===== src/ffa_pkg.sv =====
// Shared types, codes and defaults of the first-fit allocator.
`timescale 1ns / 1ps

package ffa_pkg;

    // Default sizing of the heap and of the two tables
    localparam int HEAP_BYTES_DEF      = 1024;
    localparam int HEADER_BYTES_DEF    = 16;
    localparam int MAX_EXTENTS_DEF     = 16;
    localparam int MAX_LIVE_BLOCKS_DEF = 16;

    // Fixed field widths of the request and response channels
    localparam int ADDR_W   = 10;
    localparam int SIZE_W   = 10;
    localparam int STATUS_W = 2;

    typedef logic [STATUS_W-1:0] t_status;
    localparam t_status ST_OK      = 2'd0;
    localparam t_status ST_NOFIT   = 2'd1;
    localparam t_status ST_UNKNOWN = 2'd2;
    localparam t_status ST_FULL    = 2'd3;

    typedef logic t_cmd;
    localparam t_cmd CMD_ALLOC = 1'b0;
    localparam t_cmd CMD_FREE  = 1'b1;

    // Update applied by the extent cells
    typedef logic [1:0] t_ext_op;
    localparam t_ext_op EXT_NONE   = 2'd0;
    localparam t_ext_op EXT_SHRINK = 2'd1;
    localparam t_ext_op EXT_REMOVE = 2'd2;
    localparam t_ext_op EXT_INSERT = 2'd3;

    // Update applied by the live-block cells
    typedef logic [1:0] t_live_op;
    localparam t_live_op LIVE_NONE  = 2'd0;
    localparam t_live_op LIVE_WRITE = 2'd1;
    localparam t_live_op LIVE_CLEAR = 2'd2;

    // Broadcast control to the extent row
    typedef struct packed {
        logic              match;
        t_ext_op           op;
        logic [SIZE_W-1:0] size;
    } t_ext_ctl;

    // Broadcast control to the live-block row
    typedef struct packed {
        logic              match;
        t_live_op          op;
        logic [ADDR_W-1:0] addr;
    } t_live_ctl;

endpackage


===== src/ffa_if.sv =====
// Request and response channel interfaces of the first-fit allocator.
`timescale 1ns / 1ps

interface ffa_req_if;
    import ffa_pkg::*;
    logic              valid;
    logic              ready;
    logic              command;
    logic [SIZE_W-1:0] request_size;
    logic [ADDR_W-1:0] block_address;

    modport source (output valid, command, request_size, block_address, input ready);
    modport sink   (input valid, command, request_size, block_address, output ready);
endinterface

interface ffa_rsp_if;
    import ffa_pkg::*;
    logic              valid;
    logic              ready;
    t_status           status;
    logic [ADDR_W-1:0] granted_address;

    modport source (output valid, status, granted_address, input ready);
    modport sink   (input valid, status, granted_address, output ready);
endinterface


===== src/first_fit_free_list_allocator.sv =====
// Top level of the first-fit allocator: sequencer over the extent and live-block cell rows.
//
//   channel  dir  fields                                     transfer when
//   i_req    in   command, request_size, block_address       valid && ready
//   o_rsp    out  status, granted_address                    valid && ready
//
// A request passes through match (every cell compares in parallel), select
// (first-fit / first-free / first-hit priority ripples along the cell rows),
// apply (cells shift, shrink, write or clear), then the result sits in the output register.
// A new request is taken the cycle after the result is loaded.
// Reset is synchronous: one extent covers the heap after one header and all live
// valid bits clear; no clearing pass.
// A stalled response holds the block in the apply step until the register frees.
`timescale 1ns / 1ps

module first_fit_free_list_allocator #(
    parameter int HEAP_BYTES      = ffa_pkg::HEAP_BYTES_DEF,
    parameter int HEADER_BYTES    = ffa_pkg::HEADER_BYTES_DEF,
    parameter int MAX_EXTENTS     = ffa_pkg::MAX_EXTENTS_DEF,
    parameter int MAX_LIVE_BLOCKS = ffa_pkg::MAX_LIVE_BLOCKS_DEF
) (
    input  logic   i_clk,
    input  logic   i_rst_n,
    ffa_req_if.sink   i_req,
    ffa_rsp_if.source o_rsp
);
    import ffa_pkg::*;

    localparam int LEN_W = $clog2(HEAP_BYTES + 1);
    localparam int GW    = (LEN_W > ADDR_W) ? LEN_W : ADDR_W;
    localparam int CW    = ((LEN_W > SIZE_W) ? LEN_W : SIZE_W) + 2;

    localparam logic [1:0] S_IDLE   = 2'd0;
    localparam logic [1:0] S_MATCH  = 2'd1;
    localparam logic [1:0] S_SELECT = 2'd2;
    localparam logic [1:0] S_APPLY  = 2'd3;

    logic [1:0]        r_state, n_state;
    logic              accept;
    logic              can_load;
    logic              do_apply;

    logic              r_cmd;
    logic [SIZE_W-1:0] r_size;
    logic [ADDR_W-1:0] r_addr;
    t_status           r_status;
    logic              r_big;
    logic [LEN_W-1:0]  r_grant;
    logic [LEN_W-1:0]  r_wr_len;
    logic [LEN_W-1:0]  r_blk_start;
    logic [LEN_W-1:0]  r_blk_len;

    logic              r_out_valid;
    t_status           r_out_status;
    logic [ADDR_W-1:0] r_out_grant;

    t_ext_ctl          ext_ctl;
    t_live_ctl         live_ctl;
    t_status           sel_status;
    logic [CW-1:0]     grant_calc;
    logic [GW-1:0]     grant_x;

    // Extent row wiring; padded arrays give cell i its neighbors at i and i+2
    logic [MAX_EXTENTS:0]   fit_chain;
    logic [MAX_EXTENTS:0]   le_chain;
    logic [LEN_W-1:0]       pad_start [MAX_EXTENTS+2];
    logic [LEN_W-1:0]       pad_len   [MAX_EXTENTS+2];
    logic [MAX_EXTENTS+1:0] pad_valid;
    logic [LEN_W-1:0]       ext_sel_start [MAX_EXTENTS];
    logic [LEN_W-1:0]       ext_sel_len   [MAX_EXTENTS];
    logic [MAX_EXTENTS-1:0] ext_sel_big;
    logic [LEN_W-1:0]       ext_pick_start;
    logic [LEN_W-1:0]       ext_pick_len;
    logic                   ext_pick_big;

    // Live row wiring
    logic [MAX_LIVE_BLOCKS:0] hit_chain;
    logic [MAX_LIVE_BLOCKS:0] free_chain;
    logic [LEN_W-1:0]         live_sel_start [MAX_LIVE_BLOCKS];
    logic [LEN_W-1:0]         live_sel_len   [MAX_LIVE_BLOCKS];
    logic [LEN_W-1:0]         live_pick_start;
    logic [LEN_W-1:0]         live_pick_len;

    // Handshake
    assign i_req.ready = i_rst_n && (r_state == S_IDLE);
    assign accept      = i_req.valid && i_req.ready;
    assign can_load    = !r_out_valid || o_rsp.ready;
    assign do_apply    = (r_state == S_APPLY) && can_load;

    // Sequencer
    always_comb begin
        n_state = r_state;
        unique case (r_state)
            S_IDLE:   if (accept) n_state = S_MATCH;
            S_MATCH:  n_state = S_SELECT;
            S_SELECT: n_state = S_APPLY;
            S_APPLY:  if (can_load) n_state = S_IDLE;
            default:  n_state = S_IDLE;
        endcase
    end

    always_ff @(posedge i_clk) begin
        if (!i_rst_n) begin
            r_state <= S_IDLE;
        end else begin
            r_state <= n_state;
        end
    end

    // Request capture
    always_ff @(posedge i_clk) begin
        if (accept) begin
            r_cmd  <= i_req.command;
            r_size <= i_req.request_size;
            r_addr <= i_req.block_address;
        end
    end

    // Broadcast control to both rows
    always_comb begin
        ext_ctl.match   = (r_state == S_MATCH);
        ext_ctl.size    = r_size;
        ext_ctl.op      = EXT_NONE;
        live_ctl.match  = (r_state == S_MATCH);
        live_ctl.addr   = r_addr;
        live_ctl.op     = LIVE_NONE;
        if (do_apply && (r_status == ST_OK)) begin
            if (r_cmd == CMD_ALLOC) begin
                ext_ctl.op  = r_big ? EXT_SHRINK : EXT_REMOVE;
                live_ctl.op = LIVE_WRITE;
            end else begin
                ext_ctl.op  = EXT_INSERT;
                live_ctl.op = LIVE_CLEAR;
            end
        end
    end

    assign fit_chain[0]           = 1'b0;
    assign le_chain[0]            = 1'b1;
    assign pad_start[0]           = '0;
    assign pad_len[0]             = '0;
    assign pad_valid[0]           = 1'b0;
    assign pad_start[MAX_EXTENTS+1] = '0;
    assign pad_len[MAX_EXTENTS+1]   = '0;
    assign pad_valid[MAX_EXTENTS+1] = 1'b0;

    // Extent cell row
    for (genvar gi = 0; gi < MAX_EXTENTS; gi++) begin : g_ext
        ffa_extent_cell #(
            .LEN_W        (LEN_W),
            .HEADER_BYTES (HEADER_BYTES),
            .INIT_START   ((gi == 0) ? HEADER_BYTES : 0),
            .INIT_LEN     ((gi == 0) ? (HEAP_BYTES - HEADER_BYTES) : 0),
            .INIT_VALID   (gi == 0)
        ) u_cell (
            .i_clk          (i_clk),
            .i_rst_n        (i_rst_n),
            .i_ctl          (ext_ctl),
            .i_blk_start    (r_blk_start),
            .i_blk_len      (r_blk_len),
            .i_prev_fit_any (fit_chain[gi]),
            .o_fit_any      (fit_chain[gi+1]),
            .i_prev_le      (le_chain[gi]),
            .o_le           (le_chain[gi+1]),
            .i_prev_start   (pad_start[gi]),
            .i_prev_len     (pad_len[gi]),
            .i_prev_valid   (pad_valid[gi]),
            .i_next_start   (pad_start[gi+2]),
            .i_next_len     (pad_len[gi+2]),
            .i_next_valid   (pad_valid[gi+2]),
            .o_start        (pad_start[gi+1]),
            .o_len          (pad_len[gi+1]),
            .o_valid        (pad_valid[gi+1]),
            .o_sel_start    (ext_sel_start[gi]),
            .o_sel_len      (ext_sel_len[gi]),
            .o_sel_big      (ext_sel_big[gi])
        );
    end

    assign hit_chain[0]  = 1'b0;
    assign free_chain[0] = 1'b0;

    // Live-block cell row
    for (genvar gj = 0; gj < MAX_LIVE_BLOCKS; gj++) begin : g_live
        ffa_live_cell #(
            .LEN_W (LEN_W)
        ) u_cell (
            .i_clk           (i_clk),
            .i_rst_n         (i_rst_n),
            .i_ctl           (live_ctl),
            .i_wr_start      (r_grant),
            .i_wr_len        (r_wr_len),
            .i_prev_hit_any  (hit_chain[gj]),
            .o_hit_any       (hit_chain[gj+1]),
            .i_prev_free_any (free_chain[gj]),
            .o_free_any      (free_chain[gj+1]),
            .o_sel_start     (live_sel_start[gj]),
            .o_sel_len       (live_sel_len[gj])
        );
    end

    // Gather the one selected extent and the one matching live block
    always_comb begin
        ext_pick_start = '0;
        ext_pick_len   = '0;
        for (int i = 0; i < MAX_EXTENTS; i++) begin
            ext_pick_start = ext_pick_start | ext_sel_start[i];
            ext_pick_len   = ext_pick_len | ext_sel_len[i];
        end
        ext_pick_big = |ext_sel_big;
    end

    always_comb begin
        live_pick_start = '0;
        live_pick_len   = '0;
        for (int i = 0; i < MAX_LIVE_BLOCKS; i++) begin
            live_pick_start = live_pick_start | live_sel_start[i];
            live_pick_len   = live_pick_len | live_sel_len[i];
        end
    end

    // Outcome of the request
    always_comb begin
        if (r_cmd == CMD_ALLOC) begin
            if ((r_size == '0) || !fit_chain[MAX_EXTENTS]) begin
                sel_status = ST_NOFIT;
            end else if (!free_chain[MAX_LIVE_BLOCKS]) begin
                sel_status = ST_FULL;
            end else begin
                sel_status = ST_OK;
            end
        end else begin
            if (!hit_chain[MAX_LIVE_BLOCKS]) begin
                sel_status = ST_UNKNOWN;
            end else if (pad_valid[MAX_EXTENTS]) begin
                sel_status = ST_FULL;
            end else begin
                sel_status = ST_OK;
            end
        end
    end

    // Carved block sits at the top end of a large extent
    assign grant_calc = ext_pick_big ?
                        (CW'(ext_pick_start) + CW'(ext_pick_len) - CW'(r_size)) :
                        CW'(ext_pick_start);

    always_ff @(posedge i_clk) begin
        if (r_state == S_SELECT) begin
            r_status    <= sel_status;
            r_big       <= ext_pick_big;
            r_grant     <= LEN_W'(grant_calc);
            r_wr_len    <= ext_pick_big ? LEN_W'(r_size) : ext_pick_len;
            r_blk_start <= live_pick_start;
            r_blk_len   <= live_pick_len;
        end
    end

    // Output register
    assign grant_x = GW'(r_grant);

    always_ff @(posedge i_clk) begin
        if (!i_rst_n) begin
            r_out_valid <= 1'b0;
        end else if (do_apply) begin
            r_out_valid <= 1'b1;
        end else if (o_rsp.ready) begin
            r_out_valid <= 1'b0;
        end
    end

    always_ff @(posedge i_clk) begin
        if (do_apply) begin
            r_out_status <= r_status;
            if ((r_cmd == CMD_ALLOC) && (r_status == ST_OK)) begin
                r_out_grant <= grant_x[ADDR_W-1:0];
            end else begin
                r_out_grant <= '0;
            end
        end
    end

    assign o_rsp.valid           = r_out_valid;
    assign o_rsp.status          = r_out_status;
    assign o_rsp.granted_address = r_out_grant;

endmodule


===== src/ffa_extent_cell.sv =====
// One cell of the sorted free-extent row: holds one extent, shifts with its neighbors.
`timescale 1ns / 1ps

module ffa_extent_cell #(
    parameter int LEN_W        = 11,
    parameter int HEADER_BYTES = 16,
    parameter int INIT_START   = 0,
    parameter int INIT_LEN     = 0,
    parameter bit INIT_VALID   = 1'b0
) (
    input  logic                i_clk,
    input  logic                i_rst_n,
    input  ffa_pkg::t_ext_ctl   i_ctl,
    input  logic [LEN_W-1:0]    i_blk_start,
    input  logic [LEN_W-1:0]    i_blk_len,
    input  logic                i_prev_fit_any,
    output logic                o_fit_any,
    input  logic                i_prev_le,
    output logic                o_le,
    input  logic [LEN_W-1:0]    i_prev_start,
    input  logic [LEN_W-1:0]    i_prev_len,
    input  logic                i_prev_valid,
    input  logic [LEN_W-1:0]    i_next_start,
    input  logic [LEN_W-1:0]    i_next_len,
    input  logic                i_next_valid,
    output logic [LEN_W-1:0]    o_start,
    output logic [LEN_W-1:0]    o_len,
    output logic                o_valid,
    output logic [LEN_W-1:0]    o_sel_start,
    output logic [LEN_W-1:0]    o_sel_len,
    output logic                o_sel_big
);
    import ffa_pkg::*;

    localparam int CW = ((LEN_W > SIZE_W) ? LEN_W : SIZE_W) + 2;

    logic [LEN_W-1:0] r_start, n_start;
    logic [LEN_W-1:0] r_len, n_len;
    logic             r_valid, n_valid;
    logic             r_fit;
    logic             r_big;
    logic [CW-1:0]    len_x;
    logic [CW-1:0]    size_x;
    logic [CW-1:0]    need_x;
    logic             sel;

    assign len_x  = CW'(r_len);
    assign size_x = CW'(i_ctl.size);
    assign need_x = size_x + CW'(HEADER_BYTES);

    // First fit: this cell fits and no cell before it does
    assign sel       = r_fit & ~i_prev_fit_any;
    assign o_fit_any = i_prev_fit_any | r_fit;

    // Insert point: extents at or below the freed start stay put
    assign o_le = r_valid & (r_start <= i_blk_start);

    // Next contents per broadcast update
    always_comb begin
        n_start = r_start;
        n_len   = r_len;
        n_valid = r_valid;
        case (i_ctl.op)
            EXT_SHRINK: begin
                if (sel) begin
                    n_len = LEN_W'(len_x - need_x);
                end
            end
            EXT_REMOVE: begin
                // cells at or after the removed one pull from the right
                if (o_fit_any) begin
                    n_start = i_next_start;
                    n_len   = i_next_len;
                    n_valid = i_next_valid;
                end
            end
            EXT_INSERT: begin
                if (!o_le) begin
                    if (i_prev_le) begin
                        n_start = i_blk_start;
                        n_len   = i_blk_len;
                        n_valid = 1'b1;
                    end else begin
                        n_start = i_prev_start;
                        n_len   = i_prev_len;
                        n_valid = i_prev_valid;
                    end
                end
            end
            default: begin
            end
        endcase
    end

    // Extent registers and fit flags
    always_ff @(posedge i_clk) begin
        if (!i_rst_n) begin
            r_start <= LEN_W'(INIT_START);
            r_len   <= LEN_W'(INIT_LEN);
            r_valid <= INIT_VALID;
            r_fit   <= 1'b0;
            r_big   <= 1'b0;
        end else begin
            r_start <= n_start;
            r_len   <= n_len;
            r_valid <= n_valid;
            if (i_ctl.match) begin
                r_fit <= r_valid && (len_x >= size_x);
                r_big <= len_x > need_x;
            end
        end
    end

    assign o_start     = r_start;
    assign o_len       = r_len;
    assign o_valid     = r_valid;
    assign o_sel_start = sel ? r_start : '0;
    assign o_sel_len   = sel ? r_len : '0;
    assign o_sel_big   = sel & r_big;

endmodule


===== src/ffa_live_cell.sv =====
// One cell of the live-block table: holds one allocated block, matched by start.
`timescale 1ns / 1ps

module ffa_live_cell #(
    parameter int LEN_W = 11
) (
    input  logic               i_clk,
    input  logic               i_rst_n,
    input  ffa_pkg::t_live_ctl i_ctl,
    input  logic [LEN_W-1:0]   i_wr_start,
    input  logic [LEN_W-1:0]   i_wr_len,
    input  logic               i_prev_hit_any,
    output logic               o_hit_any,
    input  logic               i_prev_free_any,
    output logic               o_free_any,
    output logic [LEN_W-1:0]   o_sel_start,
    output logic [LEN_W-1:0]   o_sel_len
);
    import ffa_pkg::*;

    localparam int GW = (LEN_W > ADDR_W) ? LEN_W : ADDR_W;

    logic             r_valid;
    logic             r_hit;
    logic [LEN_W-1:0] r_start;
    logic [LEN_W-1:0] r_len;
    logic             hit_sel;
    logic             free_sel;

    // Priority chains: first matching entry, first empty slot
    assign hit_sel    = r_hit & ~i_prev_hit_any;
    assign o_hit_any  = i_prev_hit_any | r_hit;
    assign free_sel   = ~r_valid & ~i_prev_free_any;
    assign o_free_any = i_prev_free_any | ~r_valid;

    // Valid bit and match flag
    always_ff @(posedge i_clk) begin
        if (!i_rst_n) begin
            r_valid <= 1'b0;
            r_hit   <= 1'b0;
        end else begin
            if (i_ctl.match) begin
                r_hit <= r_valid && (GW'(r_start) == GW'(i_ctl.addr));
            end
            case (i_ctl.op)
                LIVE_WRITE: begin
                    if (free_sel) begin
                        r_valid <= 1'b1;
                    end
                end
                LIVE_CLEAR: begin
                    if (hit_sel) begin
                        r_valid <= 1'b0;
                    end
                end
                default: begin
                end
            endcase
        end
    end

    // Block payload, written on allocation
    always_ff @(posedge i_clk) begin
        if ((i_ctl.op == LIVE_WRITE) && free_sel) begin
            r_start <= i_wr_start;
            r_len   <= i_wr_len;
        end
    end

    assign o_sel_start = hit_sel ? r_start : '0;
    assign o_sel_len   = hit_sel ? r_len : '0;

endmodule


===== src/flat_wrapper.sv =====
// flat-port wrapper written by rule: the top's interface ports become plain ports
module first_fit_free_list_allocator_flat import ffa_pkg::*;
#(
    parameter int HEAP_BYTES      = ffa_pkg::HEAP_BYTES_DEF,
    parameter int HEADER_BYTES    = ffa_pkg::HEADER_BYTES_DEF,
    parameter int MAX_EXTENTS     = ffa_pkg::MAX_EXTENTS_DEF,
    parameter int MAX_LIVE_BLOCKS = ffa_pkg::MAX_LIVE_BLOCKS_DEF
)
  (i_clk, i_rst_n, i_req_valid, i_req_command, i_req_request_size, i_req_block_address, i_req_ready, o_rsp_valid, o_rsp_status, o_rsp_granted_address, o_rsp_ready);
  ffa_req_if i_req_i ();
  ffa_rsp_if o_rsp_i ();
  input  logic i_clk;
  input  logic i_rst_n;
  input wire logic [$bits(i_req_i.valid)-1:0] i_req_valid;
  input wire logic [$bits(i_req_i.command)-1:0] i_req_command;
  input wire logic [$bits(i_req_i.request_size)-1:0] i_req_request_size;
  input wire logic [$bits(i_req_i.block_address)-1:0] i_req_block_address;
  output wire logic [$bits(i_req_i.ready)-1:0] i_req_ready;
  output wire logic [$bits(o_rsp_i.valid)-1:0] o_rsp_valid;
  output wire logic [$bits(o_rsp_i.status)-1:0] o_rsp_status;
  output wire logic [$bits(o_rsp_i.granted_address)-1:0] o_rsp_granted_address;
  input wire logic [$bits(o_rsp_i.ready)-1:0] o_rsp_ready;
  assign i_req_i.valid = i_req_valid;
  assign i_req_i.command = i_req_command;
  assign i_req_i.request_size = i_req_request_size;
  assign i_req_i.block_address = i_req_block_address;
  assign i_req_ready = i_req_i.ready;
  assign o_rsp_valid = o_rsp_i.valid;
  assign o_rsp_status = o_rsp_i.status;
  assign o_rsp_granted_address = o_rsp_i.granted_address;
  assign o_rsp_i.ready = o_rsp_ready;
  first_fit_free_list_allocator #(.HEAP_BYTES(HEAP_BYTES), .HEADER_BYTES(HEADER_BYTES), .MAX_EXTENTS(MAX_EXTENTS), .MAX_LIVE_BLOCKS(MAX_LIVE_BLOCKS)) u_core (.i_clk(i_clk), .i_rst_n(i_rst_n), .i_req(i_req_i), .o_rsp(o_rsp_i));
endmodule

===== config.mk =====
export PLATFORM = sky130hd
export DESIGN_NAME = first_fit_free_list_allocator_flat
export DESIGN_NICKNAME = d
export VERILOG_FILES = /design/src/ffa_pkg.sv /design/src/ffa_if.sv /design/src/first_fit_free_list_allocator.sv /design/src/ffa_extent_cell.sv /design/src/ffa_live_cell.sv /design/src/flat_wrapper.sv
export SDC_FILE = /design/constraint.sdc
export NUM_CORES = 2
export LEC_CHECK = 0
export BUFFER_PORTS_ARGS = -buffer_cell sky130_fd_sc_hd__buf_2
export CELL_PAD_IN_SITES_DETAIL_PLACEMENT = 0
export CELL_PAD_IN_SITES_GLOBAL_PLACEMENT = 2
export CORE_MARGIN = 2
export CORE_UTILIZATION = 42
export DETAILED_ROUTE_END_ITERATION = 10
export GPL_ROUTABILITY_DRIVEN = 0
export PLACE_DENSITY_LB_ADDON = 0.08
export SKIP_CTS_REPAIR_TIMING = 1
export SYNTH_ARGS = -nofsm -noshare
export SYNTH_HDL_FRONTEND = slang
export SYNTH_SLANG_ARGS = --single-unit

===== constraint.sdc =====
create_clock -name i_clk -period 6 [get_ports i_clk]
set_input_delay 0.6 -clock i_clk [delete_from_list [all_inputs] [get_ports i_clk]]
set_output_delay 0.6 -clock i_clk [all_outputs]
set_load 0.03 [all_outputs]

* Word level (Yosys, flattened, before mapping)
Index checks and enable logic that the tools add are counted.
Word-level totals: memories kept 0, memory bits (read-only) 0, word-level logic and storage cells 1019, bits in registers 867, latch bits 0, RAM bits 0, input port bits 25, output and inout bits 14
Cells by class: reduce and logical (&&, ||, !) cells 114, $add $sub $neg 19, multiply operators 0, multiplexer cells 332, equal/unequal tests 105, shift operators 0, div/mod/pow operators 0, magnitude comparators 48, bitwise logic cells 243
Operators by type and width (count):
- 11-bit 2-to-1 mux | 174
- 11-bit bitwise OR | 60
- 11-bit case mux with 3 select lines | 16
- 11-bit case mux with 2 select lines | 16
- 11-bit by 13-bit greater-than comparator with 1-bit output | 16
- 11-bit by 10-bit == test with 1-bit output | 16
- 11-bit by 10-bit >= comparator with 1-bit output | 16
- 11-bit less-or-equal comparator | 16
- 11-bit subtractor | 16
- 2-bit != test (second input constant) | 79
- 3-bit AND reduction | 31
- 1-bit 2-to-1 mux | 80
- 1-bit AND | 77
- 1-bit case mux with 2 select lines | 32
- 4-bit AND reduction | 16
- 1-bit NOT | 61
- 1-bit logical AND | 53
- 1-bit bitwise OR | 45
- 2-bit 2-to-1 mux | 12
- 16-bit OR reduction | 1
- 10-bit by 5-bit adder with 11-bit output (second input constant) | 1
- 11-bit adder | 1
- 11-bit by 10-bit subtractor with 11-bit output | 1
- 2-bit == test (second input constant) | 5
- 11 further kinds | 20

* Longest topological paths before layout
word-level depth 21, gate-level depth with buffers 20, depth with buffers taken out 19

* Modules after synthesis
Synthesis repeated with hierarchy kept, for this count alone.
Unflattened totals: cell total of the unflattened synthesis 7544, area total of the unflattened synthesis 67523.5 µm²
By module, submodules not included:
- ffa_extent_cell (u_core.g_ext[10].u_cell ...) | seq. area each 500.5 µm², instances 12, cells an instance 366, area each 2841.5 µm²
- ffa_live_cell | seq. area each 700.7 µm², instances 16, cells an instance 73, area each 1037.2 µm²
- first_fit_free_list_allocator | seq. area each 2462.4 µm², instances 1, cells an instance 474, area each 5072.4 µm²
- ffa_extent_cell (u_core.g_ext[9].u_cell) | seq. area each 500.5 µm², instances 1, cells an instance 380, area each 3030.4 µm²
- ffa_extent_cell (u_core.g_ext[8].u_cell) | seq. area each 500.5 µm², instances 1, cells an instance 380, area each 3019.1 µm²
- ffa_extent_cell (u_core.g_ext[0].u_cell) | seq. area each 500.5 µm², instances 1, cells an instance 379, area each 2889.0 µm²
- ffa_extent_cell (u_core.g_ext[7].u_cell) | seq. area each 500.5 µm², instances 1, cells an instance 371, area each 2819.0 µm²

* Worst setup path before layout
OpenSTA, ideal clock, no wires.
path type reg2reg, start point reg u_core.g_ext[1].u_cell.r_fit, end point reg u_core.r_grant[10] (netlist: u_core.grant_x[10]), data pin, required time 5.738 ns, library setup time 0.262 ns, buffers on the path 3, clock period less this slack 4.640 ns, cell stages (with the launch flop) 21, setup slack 1.360 ns, arrival 4.378 ns, cells stage by stage dfxtp_1 or3_4 or2_2 clkbuf_1 clkbuf_1 buf_1 nor2_1 a21oi_1 nand4_1 a221oi_1 nand2_1 fa_1 fa_1 a21o_1 a211oi_1 o21ai_0 a31o_2 a21oi_1 nand3_1 nor3b_2 xor2_1
On the way: longest elaborated chain between the ends 21, elaborated cells on any way between the ends 122, classes of those cells add/sub: 2; mux: 31; bitwise: 88; reduce/logical: 1
RTL lines:
- start, declared | RTL line ffa_extent_cell.sv:40 | logic r_fit;
- start signal, assigned | RTL line ffa_extent_cell.sv:108 | r_fit <= r_valid && (len_x >= size_x);
- 1-bit bitwise OR | RTL line ffa_extent_cell.sv:53 | assign o_fit_any = i_prev_fit_any | r_fit;
- 1-bit NOT or 1-bit bitwise OR (tied branches) | RTL line ffa_extent_cell.sv:52, ffa_extent_cell.sv:53
- 1-bit AND (tied with other cells) | RTL line ffa_extent_cell.sv:52 | assign sel = r_fit & ~i_prev_fit_any;
- 11-bit 2-to-1 mux (tied with other cells) | RTL line ffa_extent_cell.sv:117 | assign o_sel_start = sel ? r_start : '0;
- 11-bit bitwise OR (tied with other cells) (13 in series) | RTL line first_fit_free_list_allocator.sv:207 | ext_pick_start = ext_pick_start | ext_sel_start[i];
- 11-bit bitwise OR (on tied branches) | RTL line first_fit_free_list_allocator.sv:207, first_fit_free_list_allocator.sv:208
- 11-bit adder | RTL line first_fit_free_list_allocator.sv:245 | (CW'(ext_pick_start) + CW'(ext_pick_len) - CW'(r_size)) :
- 11-bit by 10-bit subtractor with 11-bit output | RTL line first_fit_free_list_allocator.sv:245
- 11-bit 2-to-1 mux (*) | RTL line first_fit_free_list_allocator.sv:244 | assign grant_calc = ext_pick_big ?
- net u_core.grant_calc[10] | RTL line first_fit_free_list_allocator.sv:60 | logic [CW-1:0] grant_calc;
- end signal, assigned | RTL line first_fit_free_list_allocator.sv:252 | r_grant <= LEN_W'(grant_calc);
- end, declared | RTL line first_fit_free_list_allocator.sv:48 | logic [LEN_W-1:0] r_grant;
The timed path passes the listed nets; every way through them passes the cells marked *. A chain may end at the register's enable or synchronous reset.

* Worst setup path in the final report
start point reg u_core.g_ext[0].u_cell.r_fit, end point reg u_core.r_grant[10] (netlist: u_core.grant_x[10]), data pin
On the way: longest elaborated chain between the ends 21, elaborated cells on any way between the ends 126, classes of those cells add/sub: 2; mux: 33; bitwise: 90; reduce/logical: 1
RTL lines (RTL line):
- start, declared | ffa_extent_cell.sv:40
- start signal, assigned | ffa_extent_cell.sv:108
- 1-bit NOT or 1-bit bitwise OR (tied branches) | ffa_extent_cell.sv:52, ffa_extent_cell.sv:53
- 1-bit AND (tied with other cells) | ffa_extent_cell.sv:52
- 11-bit 2-to-1 mux (tied with other cells) | ffa_extent_cell.sv:117
- 11-bit bitwise OR (tied with other cells) (14 in series) | first_fit_free_list_allocator.sv:207
- 11-bit bitwise OR (on tied branches) | first_fit_free_list_allocator.sv:207, first_fit_free_list_allocator.sv:208
- 11-bit adder | first_fit_free_list_allocator.sv:245
- 11-bit by 10-bit subtractor with 11-bit output | first_fit_free_list_allocator.sv:245
- 11-bit 2-to-1 mux (*) | first_fit_free_list_allocator.sv:244
- net u_core.grant_calc[10] | first_fit_free_list_allocator.sv:60
Marked as above.

==> metrics.yaml <==
global_route:
  grt_pass1_vias: 50100
  grt_overflow_total: 0
  grt_max_degree: 119
  grt.total_usage_pct: 36.3
  grt_first_pass_wirelength_um: 373000
  antenna_found_initial: 8
power_and_ir_drop:
  powerDensity_mw_per_mm2: 282
  power_uw: 18100
  leakage_uw: 0.0242
  ir_drop_v: 0.000293
synthesis:
  netlist_top_cells_area: "edfxtp_1 23%, dfxtp_1 15%, ha_1 10%"
  ys_ff_latch: 867
  synth.distinct_cells: 104
  syn_inst: 6217
  synth_fp_nets: 6734
  ys_warn_count: 0
  synth_top_cell_area_share_pct: 22.5
  ys.flop_type: "dfxtp_1"
  syn_area_per_cell_um2: 9.27
  synth_edf_count: 432
  yosysSeqAreaShare_pct: 37.6
  synth.largest_area_cell: "edfxtp_1"
  syn_area_mm2: 0.0576
  async_reset_ff_share_pct: 0
clock_network:
  cts.sinks: 867
  cts-buffers-inserted: 105
  path_clk_slew_ns: 0.07
  cts_tree: "yes"
  clk_latency_ns: 0.81
  cts_root_buf: "clkbuf_16"
  htreeDepth: 3
  clockBufferDepth: 3
min_path:
  hp-class: "primary input to register"
  worstHoldPathCells: 1
cells_and_area:
  post-route-util_pct: 47.3
  final-seq-area_mm2: 0.0217
  area_growth_pct: 11.6
  nets: 6695
  final_common_cell: "nand2_1"
  multiInputGateArea_mm2: 0.0340
  drive_gt1_share_pct: 10.6
  mostFrequentLayoutCells: "620 x nand2_1, 466 x nor2_1, 464 x ha_1"
  final.fill_count: 13100
  stdcell_area_mm2: 0.0643
detailed_routing:
  drt_wl_total_um: 263000
  drt_first_pass_iters: 9
  vias: 53500
  vias_per_cell: 6.65
  drtIter0Drc: 6479
  drc_errors: 0
  antenna_left: 0
  wire_per_inst_um: 32.7
outcome:
  status: "finished, violations left"
  violations: "capacitance limit, slew limit"
floorplanning:
  die_x_um: 374
  core_mm2: 0.136
  ioPinCount: 39
  fp.dieArea_mm2: 0.140
  rows: 135
  floorplan.initialDensity_pct: 42.4
  fp.dieH_um: 374
critical_path:
  worst-endpoint-arrival_ns: 6.00
  critPathCaptureType: "register"
  critPathMaxFanout: 32
  cp_cell_sequence: "buf_4 > nor2_1 > and3_1 > nand2_1 > o21ai_0 > a221oi_1 > nand4_1 > a221oi_1 > nand2_1 > fa_1 > ha_1 > a21o_1 > a211oi_1 > o21ai_0 > a31o_2 > a21oi_1 > nand3_1 > nor3b_2 > xor2_1"
  critPathRequiredTime_ns: 6.49
  critPathSlowestCell: "fa_1"
  worst_setup_path_start_kind: "register"
  crit_family: "compound AO/OA/AOI/OAI gates"
  path_class: "register to register"
  r2r_setup_slack_ns: 0.49
  max_stage_delay_ns: 0.49
  worst-path-stages: 19
  crit_buf_inv: 1
  r2r_cells: 19
sta:
  tightestPinTransition_ns: 1.53
  fmax_mhz: 182
  layout_min_cycle_time_ns: 5.51
  maxSlewViolCount: 17
  fin_crit_sh_pct: 91.8
  rsz0062_at_grt: "no"
  setup_viol: 0
  slew-limit-headroom_pct: -2.00
  worst_hold_slack_ns: 0.0313
  tns_ns: 0
  finClkSkew_ns: 0.0769
  hold_viol_final: 0
placed_design:
  portBuffers: 38
  hpwl_um: 185000
  detailed_place.area_mm2: 0.0604
flow_run:
  maxCapViolations: 1
[final cells by class]
type	instances	share of cell area [%]
Clock inverter	50	1.13
Multi-Input combinational cell	4775	52.9
Clock buffer	147	4.58
Tap cell	1781	3.47
Sequential cell	867	33.7
Timing Repair Buffer	280	3.29
Inverter	149	0.878
Antenna cell	5	0.0195
[state kept, by name (all words and copies together) (netlist names), 10 cells and up]
| register | flops |
|---|---|
| u_core.r_wr_len | 11 |
| u_core.r_blk_len | 11 |
| u_core.g_live.u_cell.r_valid | 16 |
| u_core.g_live.u_cell.r_hit | 16 |
| u_core.g_ext.u_cell.r_big | 16 |
| u_core.g_ext.u_cell.o_start | 176 |
| u_core.o_rsp.granted_address | 10 |
| u_core.grant_x | 11 |
| u_core.r_addr | 10 |
| u_core.g_ext.u_cell.o_len | 176 |
| u_core.r_blk_start | 11 |
| u_core.g_ext.u_cell.r_fit | 16 |
| u_core.g_live.u_cell.r_len | 176 |
| u_core.g_ext.u_cell.o_valid | 16 |
| u_core.g_live.u_cell.r_start | 176 |
| u_core.r_size | 10 |
[synthesized netlist by cell type (all sizes together) (104+ instances only)]
library cell and instances:
nand2 622, nor2 479, ha 466, a21oi 455, dfxtp 435, edfxtp 432
o21ai 338, clkbuf 322, xnor2 182, a221oi 155, mux2i 151, nand4 151
inv 138, a22oi 129, mux2 119, xor2 115, nor3 108, buf 104
[per-stage QoR]
stage                     instances  worst slack [ns]
after detailed placement       7834             0.638
after global placement         7834             0.640
final                          8054             0.492
after CTS                      8031             0.591
after global routing           8049             0.204
after floorplan                6217              1.36
[path summary, 6_finish.rpt]
kind	startpoint	end
max reg2reg	u_core.g_ext[0].u_cell.r_fit	u_core.grant_x[10]
min reg2reg	u_core.g_live[12].u_cell.r_hit	u_core.g_live[12].u_cell.r_hit
max	u_core.g_ext[0].u_cell.r_fit	u_core.grant_x[10]
min	i_req_request_size[9]	u_core.r_size[9]
[per-layer routing]
layer / global-route usage (%) / share of wire [%] / wire [um]
met1: 49.4 / 42 / 111000
met3: 7.36 / 9.2 / 24100
met4: 15.8 / 5.0 / 13100
met5: 0 / 0.013 / 33
met2: 55.8 / 44 / 115000
[cells by family after synthesis]
| logic type | share of synthesized area, % |
|---|---|
| AOI/OAI and AO/OA | 23.3 |
| xor gates and xnor gates | 4.51 |
| muxes | 4.96 |
| and+or+nand+nor | 14.6 |
| buffers and inverters | 3.94 |
| DFF | 37.6 |
| adders and majority gates | 11.0 |
[power breakdown]
group / total [uW] / internal [uW] / switching, uW / leakage (uW)
clock network: 6850 / 3940 / 2920 / 0.00178
logic: 4160 / 1370 / 2800 / 0.0150
registers: 7080 / 6560 / 525 / 0.00742
total: 18100 / 11900 / 6240 / 0.0242
Power figures use the tool's default switching activity.
